==> src/ssprx_pkg.sv <==
// Shared types and constants for the servo status packet receiver.
package ssprx_pkg;

  // Width of the idle tick counter
  localparam int TICK_COUNT_BITS = 16;
  // Width of the timeout register
  localparam int TIMEOUT_BITS    = 16;
  // Width used to compare the tick counter with the timeout
  localparam int CMP_BITS = (TICK_COUNT_BITS > TIMEOUT_BITS) ? TICK_COUNT_BITS : TIMEOUT_BITS;

  typedef logic [TICK_COUNT_BITS-1:0] tick_t;
  typedef logic [TIMEOUT_BITS-1:0]    timeout_t;
  typedef logic [CMP_BITS-1:0]        cmp_t;
  typedef logic [8:0]                 index_t;

  // Operation codes
  localparam logic [1:0] OP_START = 2'd0;
  localparam logic [1:0] OP_BYTE  = 2'd1;
  localparam logic [1:0] OP_TICK  = 2'd2;

  // Result kinds
  localparam logic KIND_BYTE    = 1'b0;
  localparam logic KIND_TIMEOUT = 1'b1;

  // Packet framing
  localparam index_t LENGTH_INDEX    = 9'd3;
  localparam index_t SUM_FIRST_INDEX = 9'd2;
  localparam index_t HEADER_BYTES    = 9'd4;
  localparam index_t MAX_LENGTH      = 9'd259;

  localparam timeout_t TIMEOUT_RESET = 16'd20;

  // Item held in the input register
  typedef struct packed {
    logic       valid;
    logic [1:0] op;
    logic [7:0] rx_byte;
  } item_t;

  // Result payload
  typedef struct packed {
    logic       result_kind;
    index_t     byte_index;
    logic [7:0] byte_value;
    logic       packet_done;
    logic       checksum_bad;
  } result_t;

endpackage

==> src/ssprx_if.sv <==
// Valid/ready channel interfaces for input items and results.
interface ssprx_item_if;
  logic       valid;
  logic       ready;
  logic [1:0] op;
  logic [7:0] rx_byte;

  modport source (output valid, output op, output rx_byte, input ready);
  modport sink   (input valid, input op, input rx_byte, output ready);
endinterface

interface ssprx_result_if;
  logic       valid;
  logic       ready;
  logic       result_kind;
  logic [8:0] byte_index;
  logic [7:0] byte_value;
  logic       packet_done;
  logic       checksum_bad;

  modport source (output valid, output result_kind, output byte_index, output byte_value,
                  output packet_done, output checksum_bad, input ready);
  modport sink   (input valid, input result_kind, input byte_index, input byte_value,
                  input packet_done, input checksum_bad, output ready);
endinterface

==> src/ssprx_in_stage.sv <==
// Input register: captures one item per transfer, released when the core takes it.
module ssprx_in_stage (
  input  logic                 clk,
  input  logic                 rst,
  ssprx_item_if.sink           item,
  input  logic                 take,
  output ssprx_pkg::item_t     held
);

  logic       valid;
  logic [1:0] op;
  logic [7:0] rx_byte;
  logic       load_en;

  // Free slot, or the held item leaves this cycle
  assign load_en    = !valid || take;
  assign item.ready = load_en;

  always_ff @(posedge clk) begin
    if (rst) begin
      valid <= 1'b0;
    end else if (load_en) begin
      valid <= item.valid;
    end
  end

  always_ff @(posedge clk) begin
    if (load_en && item.valid) begin
      op      <= item.op;
      rx_byte <= item.rx_byte;
    end
  end

  assign held = '{valid: valid, op: op, rx_byte: rx_byte};

endmodule

==> src/ssprx_core.sv <==
// Reception state, byte indexing, checksum and tick timeout.
module ssprx_core (
  input  logic                  clk,
  input  logic                  rst,
  input  logic                  cfg_we,
  input  logic [15:0]           cfg_wdata,
  input  ssprx_pkg::item_t      held,
  input  logic                  out_space,
  output logic                  take,
  output logic                  res_valid,
  output ssprx_pkg::result_t    res
);

  ssprx_pkg::timeout_t timeout_ticks;
  logic                receiving, receiving_next;
  ssprx_pkg::index_t   byte_count, byte_count_next;
  ssprx_pkg::index_t   packet_length, packet_length_next;
  logic [7:0]          running_sum, running_sum_next;
  ssprx_pkg::tick_t    idle_ticks, idle_ticks_next;

  ssprx_pkg::index_t   len_eff;
  logic                last;
  logic                bad;
  ssprx_pkg::tick_t    ticks_inc;
  logic                timed_out;

  // Timeout register
  always_ff @(posedge clk) begin
    if (rst) begin
      timeout_ticks <= ssprx_pkg::TIMEOUT_RESET;
    end else if (cfg_we) begin
      timeout_ticks <= cfg_wdata;
    end
  end

  // Byte framing: length taken from byte 3 on the fly
  always_comb begin
    len_eff = (byte_count == ssprx_pkg::LENGTH_INDEX)
            ? ({1'b0, held.rx_byte} + ssprx_pkg::HEADER_BYTES) : packet_length;
    last = (byte_count >= ssprx_pkg::LENGTH_INDEX) &&
           (({1'b0, byte_count} + 10'd1) >= {1'b0, len_eff});
    bad  = (held.rx_byte != ~running_sum);
  end

  // Saturating tick count and timeout compare
  always_comb begin
    ticks_inc = (idle_ticks == '1) ? idle_ticks : idle_ticks + 1'b1;
    timed_out = ssprx_pkg::cmp_t'(ticks_inc) >= ssprx_pkg::cmp_t'(timeout_ticks);
  end

  // Next state and result
  always_comb begin
    receiving_next     = receiving;
    byte_count_next    = byte_count;
    packet_length_next = packet_length;
    running_sum_next   = running_sum;
    idle_ticks_next    = idle_ticks;
    res_valid          = 1'b0;
    res                = '0;
    if (held.valid) begin
      priority if (held.op == ssprx_pkg::OP_START) begin
        receiving_next     = 1'b1;
        byte_count_next    = '0;
        packet_length_next = '0;
        running_sum_next   = '0;
        idle_ticks_next    = '0;
      end else if (receiving && held.op == ssprx_pkg::OP_BYTE) begin
        res_valid          = 1'b1;
        res.result_kind    = ssprx_pkg::KIND_BYTE;
        res.byte_index     = byte_count;
        res.byte_value     = held.rx_byte;
        res.packet_done    = last;
        res.checksum_bad   = last && bad;
        idle_ticks_next    = '0;
        packet_length_next = len_eff;
        if (last) begin
          receiving_next  = 1'b0;
          byte_count_next = '0;
        end else begin
          if (byte_count >= ssprx_pkg::SUM_FIRST_INDEX) begin
            running_sum_next = running_sum + held.rx_byte;
          end
          byte_count_next = byte_count + 1'b1;
        end
      end else if (receiving && held.op == ssprx_pkg::OP_TICK) begin
        idle_ticks_next = ticks_inc;
        if (timed_out) begin
          receiving_next  = 1'b0;
          byte_count_next = '0;
          idle_ticks_next = '0;
          res_valid       = 1'b1;
          res.result_kind = ssprx_pkg::KIND_TIMEOUT;
        end
      end else begin
        // idle byte or tick, or unused code: dropped
      end
    end
  end

  // Item leaves the input register unless its result has nowhere to go
  assign take = held.valid && (!res_valid || out_space);

  always_ff @(posedge clk) begin
    if (rst) begin
      receiving     <= 1'b0;
      byte_count    <= '0;
      packet_length <= '0;
      running_sum   <= '0;
      idle_ticks    <= '0;
    end else if (take) begin
      receiving     <= receiving_next;
      byte_count    <= byte_count_next;
      packet_length <= packet_length_next;
      running_sum   <= running_sum_next;
      idle_ticks    <= idle_ticks_next;
    end
  end

`ifndef SYNTHESIS
  // Index is parked at zero whenever reception is off
  a_idle_index: assert property (@(posedge clk) disable iff (rst)
    !receiving |-> byte_count == '0)
    else $error("byte index not cleared while idle");

  // Length never exceeds the largest framed packet
  a_len_range: assert property (@(posedge clk) disable iff (rst)
    packet_length <= ssprx_pkg::MAX_LENGTH)
    else $error("packet length out of range");

  // Last byte ends reception
  a_done_idle: assert property (@(posedge clk) disable iff (rst)
    take && res_valid && res.packet_done |=> !receiving)
    else $error("still receiving after last byte");

  // Timeout result abandons the packet and clears the tick count
  a_timeout_idle: assert property (@(posedge clk) disable iff (rst)
    take && res_valid && res.result_kind == ssprx_pkg::KIND_TIMEOUT
      |=> !receiving && idle_ticks == '0)
    else $error("timeout did not abandon reception");
`endif

endmodule

==> src/ssprx_out_reg.sv <==
// Result register driving the output channel.
module ssprx_out_reg (
  input  logic                 clk,
  input  logic                 rst,
  input  logic                 load,
  input  ssprx_pkg::result_t   res,
  output logic                 out_space,
  ssprx_result_if.source       result
);

  logic               valid;
  ssprx_pkg::result_t data;

  assign out_space = !valid || result.ready;

  always_ff @(posedge clk) begin
    if (rst) begin
      valid <= 1'b0;
    end else if (load) begin
      valid <= 1'b1;
    end else if (result.ready) begin
      valid <= 1'b0;
    end
  end

  always_ff @(posedge clk) begin
    if (load) begin
      data <= res;
    end
  end

  assign result.valid        = valid;
  assign result.result_kind  = data.result_kind;
  assign result.byte_index   = data.byte_index;
  assign result.byte_value   = data.byte_value;
  assign result.packet_done  = data.packet_done;
  assign result.checksum_bad = data.checksum_bad;

endmodule

==> src/servo_status_packet_receiver_unit.sv <==
// Top level of the servo status packet receiver.
//
//   channel  | dir | payload
//   item     | in  | op[1:0], rx_byte[7:0]
//   result   | out | result_kind, byte_index[8:0], byte_value[7:0], packet_done, checksum_bad
//   cfg      | in  | cfg_we, cfg_wdata[15:0] (timeout in ticks)
//
// One item per cycle unless a result stalls; a result is registered as its item is taken.
// Rate set by the single pass through the core between input and result registers.
// Synchronous reset clears both registers' valid flags and the state, and sets the timeout (20).
// A stalled result holds the input register only when that item yields a result.
module servo_status_packet_receiver_unit (
  input  logic             clk,
  input  logic             rst,
  ssprx_item_if.sink       item,
  ssprx_result_if.source   result,
  input  logic             cfg_we,
  input  logic [15:0]      cfg_wdata
);

  ssprx_pkg::item_t   held;
  ssprx_pkg::result_t res;
  logic               take;
  logic               res_valid;
  logic               out_space;
  logic               load;

  // Input register
  ssprx_in_stage u_in (
    .clk  (clk),
    .rst  (rst),
    .item (item),
    .take (take),
    .held (held)
  );

  // Reception logic
  ssprx_core u_core (
    .clk       (clk),
    .rst       (rst),
    .cfg_we    (cfg_we),
    .cfg_wdata (cfg_wdata),
    .held      (held),
    .out_space (out_space),
    .take      (take),
    .res_valid (res_valid),
    .res       (res)
  );

  assign load = take && res_valid;

  // Result register
  ssprx_out_reg u_out (
    .clk       (clk),
    .rst       (rst),
    .load      (load),
    .res       (res),
    .out_space (out_space),
    .result    (result)
  );

endmodule
==> src/flat_wrapper.sv <==
// flat-port wrapper written by rule: the top's interface ports become plain ports
module servo_status_packet_receiver_unit_flat 
  (clk, rst, cfg_we, cfg_wdata, item_valid, item_op, item_rx_byte, item_ready, result_valid, result_result_kind, result_byte_index, result_byte_value, result_packet_done, result_checksum_bad, result_ready);
  ssprx_item_if item_i ();
  ssprx_result_if result_i ();
  input  logic clk;
  input  logic rst;
  input  logic cfg_we;
  input  logic [15:0] cfg_wdata;
  input wire logic [$bits(item_i.valid)-1:0] item_valid;
  input wire logic [$bits(item_i.op)-1:0] item_op;
  input wire logic [$bits(item_i.rx_byte)-1:0] item_rx_byte;
  output wire logic [$bits(item_i.ready)-1:0] item_ready;
  output wire logic [$bits(result_i.valid)-1:0] result_valid;
  output wire logic [$bits(result_i.result_kind)-1:0] result_result_kind;
  output wire logic [$bits(result_i.byte_index)-1:0] result_byte_index;
  output wire logic [$bits(result_i.byte_value)-1:0] result_byte_value;
  output wire logic [$bits(result_i.packet_done)-1:0] result_packet_done;
  output wire logic [$bits(result_i.checksum_bad)-1:0] result_checksum_bad;
  input wire logic [$bits(result_i.ready)-1:0] result_ready;
  assign item_i.valid = item_valid;
  assign item_i.op = item_op;
  assign item_i.rx_byte = item_rx_byte;
  assign item_ready = item_i.ready;
  assign result_valid = result_i.valid;
  assign result_result_kind = result_i.result_kind;
  assign result_byte_index = result_i.byte_index;
  assign result_byte_value = result_i.byte_value;
  assign result_packet_done = result_i.packet_done;
  assign result_checksum_bad = result_i.checksum_bad;
  assign result_i.ready = result_ready;
  servo_status_packet_receiver_unit u_core (.clk(clk), .rst(rst), .item(item_i), .result(result_i), .cfg_we(cfg_we), .cfg_wdata(cfg_wdata));
endmodule
==> config.mk <==
export PLATFORM = sky130hd
export DESIGN_NAME = servo_status_packet_receiver_unit_flat
export DESIGN_NICKNAME = d
export VERILOG_FILES = /design/src/ssprx_pkg.sv /design/src/ssprx_if.sv /design/src/ssprx_in_stage.sv /design/src/ssprx_core.sv /design/src/ssprx_out_reg.sv /design/src/servo_status_packet_receiver_unit.sv /design/src/flat_wrapper.sv
export SDC_FILE = /design/constraint.sdc
export NUM_CORES = 1
export LEC_CHECK = 0
export BUFFER_PORTS_ARGS = -buffer_cell sky130_fd_sc_hd__buf_2
export CAP_MARGIN = 5
export CORE_MARGIN = 2
export CORE_UTILIZATION = 45
export CTS_CLUSTER_SIZE = 40
export DETAILED_ROUTE_END_ITERATION = 8
export PLACE_DENSITY = 0.65
export SLEW_MARGIN = 20
export SYNTH_ARGS = -nofsm -noshare
export SYNTH_HDL_FRONTEND = slang
export SYNTH_SLANG_ARGS = --single-unit
export TNS_END_PERCENT = 100
==> constraint.sdc <==
create_clock -name clk -period 10.7 [get_ports clk]
set_input_delay 1.07 -clock clk [delete_from_list [all_inputs] [get_ports clk]]
set_output_delay 1.07 -clock clk [all_outputs]
set_load 0.05 [all_outputs]
==> impl_metrics.env <==
export IMPL_cts_buffer_depth=2
export IMPL_drive_gt1_share_pct=13.10
export IMPL_drc=0
export IMPL_grt_first_pass_wirelength_mm=19.20
export IMPL_worstPathArrival_ns=4.51
export IMPL_dp_hpwl_mm=8.471
export IMPL_cts_tree="done"
export IMPL_finalCritPeriodShare_pct=52.12
export IMPL_finalNetCount=666
export IMPL_synth_top_area_share_pct=24.05
export IMPL_grtUsageTotal_pct=20.17
export IMPL_dieArea_sq_um=12150
export IMPL_antenna_cells=0
export IMPL_hold_viol=0
export IMPL_grt_max_degree=60
export IMPL_num_rows=38
export IMPL_synth_area_leaders="dfxtp_1 24%, edfxtp_1 18%, ha_1 8.9%, a21oi_1 5.3%, mux2i_1 4.1%"
export IMPL_synth_avg_cell_area_sq_um=9.037
export IMPL_syn_area_sq_um=5079
export IMPL_place_area_sq_um=5421
export IMPL_slew_viol_final=0
export IMPL_synth_enable_flop_cells=30
export IMPL_yosysTopAreaCell="dfxtp_1"
export IMPL_final_cell_mix="61 x dfxtp_1, 54 x a21oi_1, 52 x buf_2, 46 x nor2_1, 38 x nand2_1"
export IMPL_cts_root_buf="clkbuf_16"
export IMPL_hold_buffers=0
export IMPL_fin_util_pct=52.28
export IMPL_port_buffers=52
export IMPL_p_total_mw=0.7339
export IMPL_synthToLayoutAreaGrowth_pct=12.56
export IMPL_fin_area_sq_um=5717
export IMPL_finalSetupViolCount=0
export IMPL_coreArea_sq_um=10940
export IMPL_pre_cts_slack_ns=5.525
export IMPL_num_vias=4148
export IMPL_final_common_cell="dfxtp_1"
export IMPL_dr_pass1_iters=5
export IMPL_cp_startpoint="u_core.u_core.idle_ticks[0]"
export IMPL_min_path_cells=2
export IMPL_worst_setup_path_type="register to output port"
export IMPL_worstHoldPathType="register to register"
export IMPL_ir_drop_v=0.00009720
export IMPL_startpoint_type="register"
export IMPL_max_cap_violations=0
export IMPL_reg2reg_depth=12
export IMPL_ys_async_sr_fraction_pct=0
export IMPL_fin_ws_ns=5.124
export IMPL_drt_iter0_markers=205
export IMPL_insertion_delay_ns=0.35
export IMPL_syn_inst=562
export IMPL_max_freq_mhz=179.3
export IMPL_antenna_found_initial=0
export IMPL_cts_sinks=91
export IMPL_drtAntennaViolNets=0
export IMPL_wl_mm=11.63
export IMPL_ys_seq_elements=91
export IMPL_worst_setup_path_end_kind="output port"
export IMPL_yosysSeqAreaShare_pct=41.78
export IMPL_via_per_inst=5.583
export IMPL_routedWlPerCell_microns=15.65
export IMPL_ys_warn_count=0
export IMPL_die_height_microns=110.2
export IMPL_power_leakage_nw=2.511
export IMPL_worstPathRequired_ns=9.63
export IMPL_overflow=0
export IMPL_cts_setup_buffers=0
export IMPL_synth_cell_types=54
export IMPL_fin_cells=743
export IMPL_fin_hold_ws_ns=0.4628
export IMPL_outcome="completed"
export IMPL_path_clk_slew_ns=0.07
export IMPL_place_congestion=0.8640
export IMPL_fin_worst_skew_ns=0.008283
export IMPL_worstMarginPinSlew_ns=1.038
export IMPL_start_util_pct=46.44
export IMPL_maxSlewHeadroom_pct=30.65
export IMPL_grt_setup_unrepaired="no"
export IMPL_p_per_area_nw_per_um2=128.4
export IMPL_cts_repair_resized=0
export IMPL_dpl_cell_count=727
export IMPL_die_w_microns=110.2
export IMPL_hold_start="u_core.u_core.running_sum[6]"
export IMPL_io_pins=53
export IMPL_grt_pass1_vias=4041
export IMPL_reg2reg_from="u_core.u_core.idle_ticks[0]"
export IMPL_yosys_most_used_dff="dfxtp_1"
export IMPL_cp_max_fo=11
export IMPL_htree_levels=3
export IMPL_period_needed_ns=5.576
export IMPL_fill_cells=1027
export IMPL_synth_net_count=630
export IMPL_cts_buffers_inserted=9
export IMPL_finalSetupTns_ns=0
-- where the power goes --
part | internal, mW | leakage [nW] | switching (mW) | total, mW
sequential | 0.362 | 0.807 | 0.00727 | 0.370
combinational | 0.0184 | 1.56 | 0.0284 | 0.0469
clock | 0.186 | 0.147 | 0.131 | 0.317
total | 0.567 | 2.51 | 0.167 | 0.734
-- path summary, 6_finish.rpt --
| path | to | slack, ns |
|---|---|---|
| worst max-delay path | item_ready | 5.12 |
| worst min-delay path | u_core.u_core.running_sum[6] | 0.46 |
| worst max register to register | u_core.u_out.result.byte_index[8] | 5.84 |
| worst min register to register | u_core.u_core.running_sum[6] | 0.46 |
-- logic make-up (layout without fill, tap and decap cells) --
| group | count (synthesis) | after routing | share of synthesized area, % |
|---|---|---|---|
| simple gates | 206 | 206 | 20.62 |
| compound gates | 116 | 116 | 14.02 |
| xor+xnor | 29 | 29 | 5.001 |
| flops | 91 | 91 | 41.78 |
| mux | 23 | 23 | 4.582 |
| buf+inv | 60 | 101 | 4.730 |
| fa+ha+maj | 37 | 37 | 9.263 |
-- cell usage after synthesis, types with 11 or more instances --
cell,n
a21oi_1,54
and3_1,26
o21ai_0,16
edfxtp_1,30
clkbuf_1,27
ha_1,36
xnor2_1,18
xor2_1,11
nand3_1,35
dfxtp_1,61
nor3_1,17
nor2_1,46
nand2_1,38
mux2i_1,21
inv_1,28
-- sequential cells by signal, summed over array words and instances (netlist names), 2 cells and up --
signal and count:
u_core.u_out.result.byte_value 8, u_core.u_in.op 2, u_core.u_core.idle_ticks 16, u_core.u_core.running_sum 8
u_core.u_out.result.byte_index 9, u_core.u_core.packet_length 9, u_core.u_core.byte_count 9, u_core.u_core.timeout_ticks 16
u_core.u_in.rx_byte 8
-- routing by layer --
metal | share of wire, % | GRT usage [%] | wire [microns] | vias to the layer above
met5 | 0 | 0 | 0 | -
met1 | 44 | 24.81 | 5109 | 1934
met4 | 2.3 | 7.232 | 266 | 0
met3 | 4.7 | 4.292 | 548 | 26
met2 | 49 | 34.79 | 5706 | 113
li1 | - | - | - | 2075
-- area by class of cell --
type | count | area (sq um) | share of cell area, %
inverter | 28 | 105.1 | 1.838
sequential | 91 | 2122 | 37.12
tap | 140 | 175.2 | 3.064
timing repair buffer | 57 | 297.8 | 5.209
multi-input combinational | 411 | 2721 | 47.60
clock inverter | 5 | 52.55 | 0.9192
clock buffer | 11 | 242.7 | 4.246
-- worst max-delay path: stages (launching register included) --
cell and delay [ns]:
dfxtp_1 0.42, ha_1 0.20, nand3_1 0.18, or4_1 0.71, and3b_1 0.26, xor2_1 0.16, ha_1 0.31, nand2_1 0.07
nor3_1 0.22, nor4b_1 0.62, nor2_1 0.12, a2111oi_2 0.46, o21bai_1 0.18, buf_2 0.25
(Power assumes the default switching activity.)
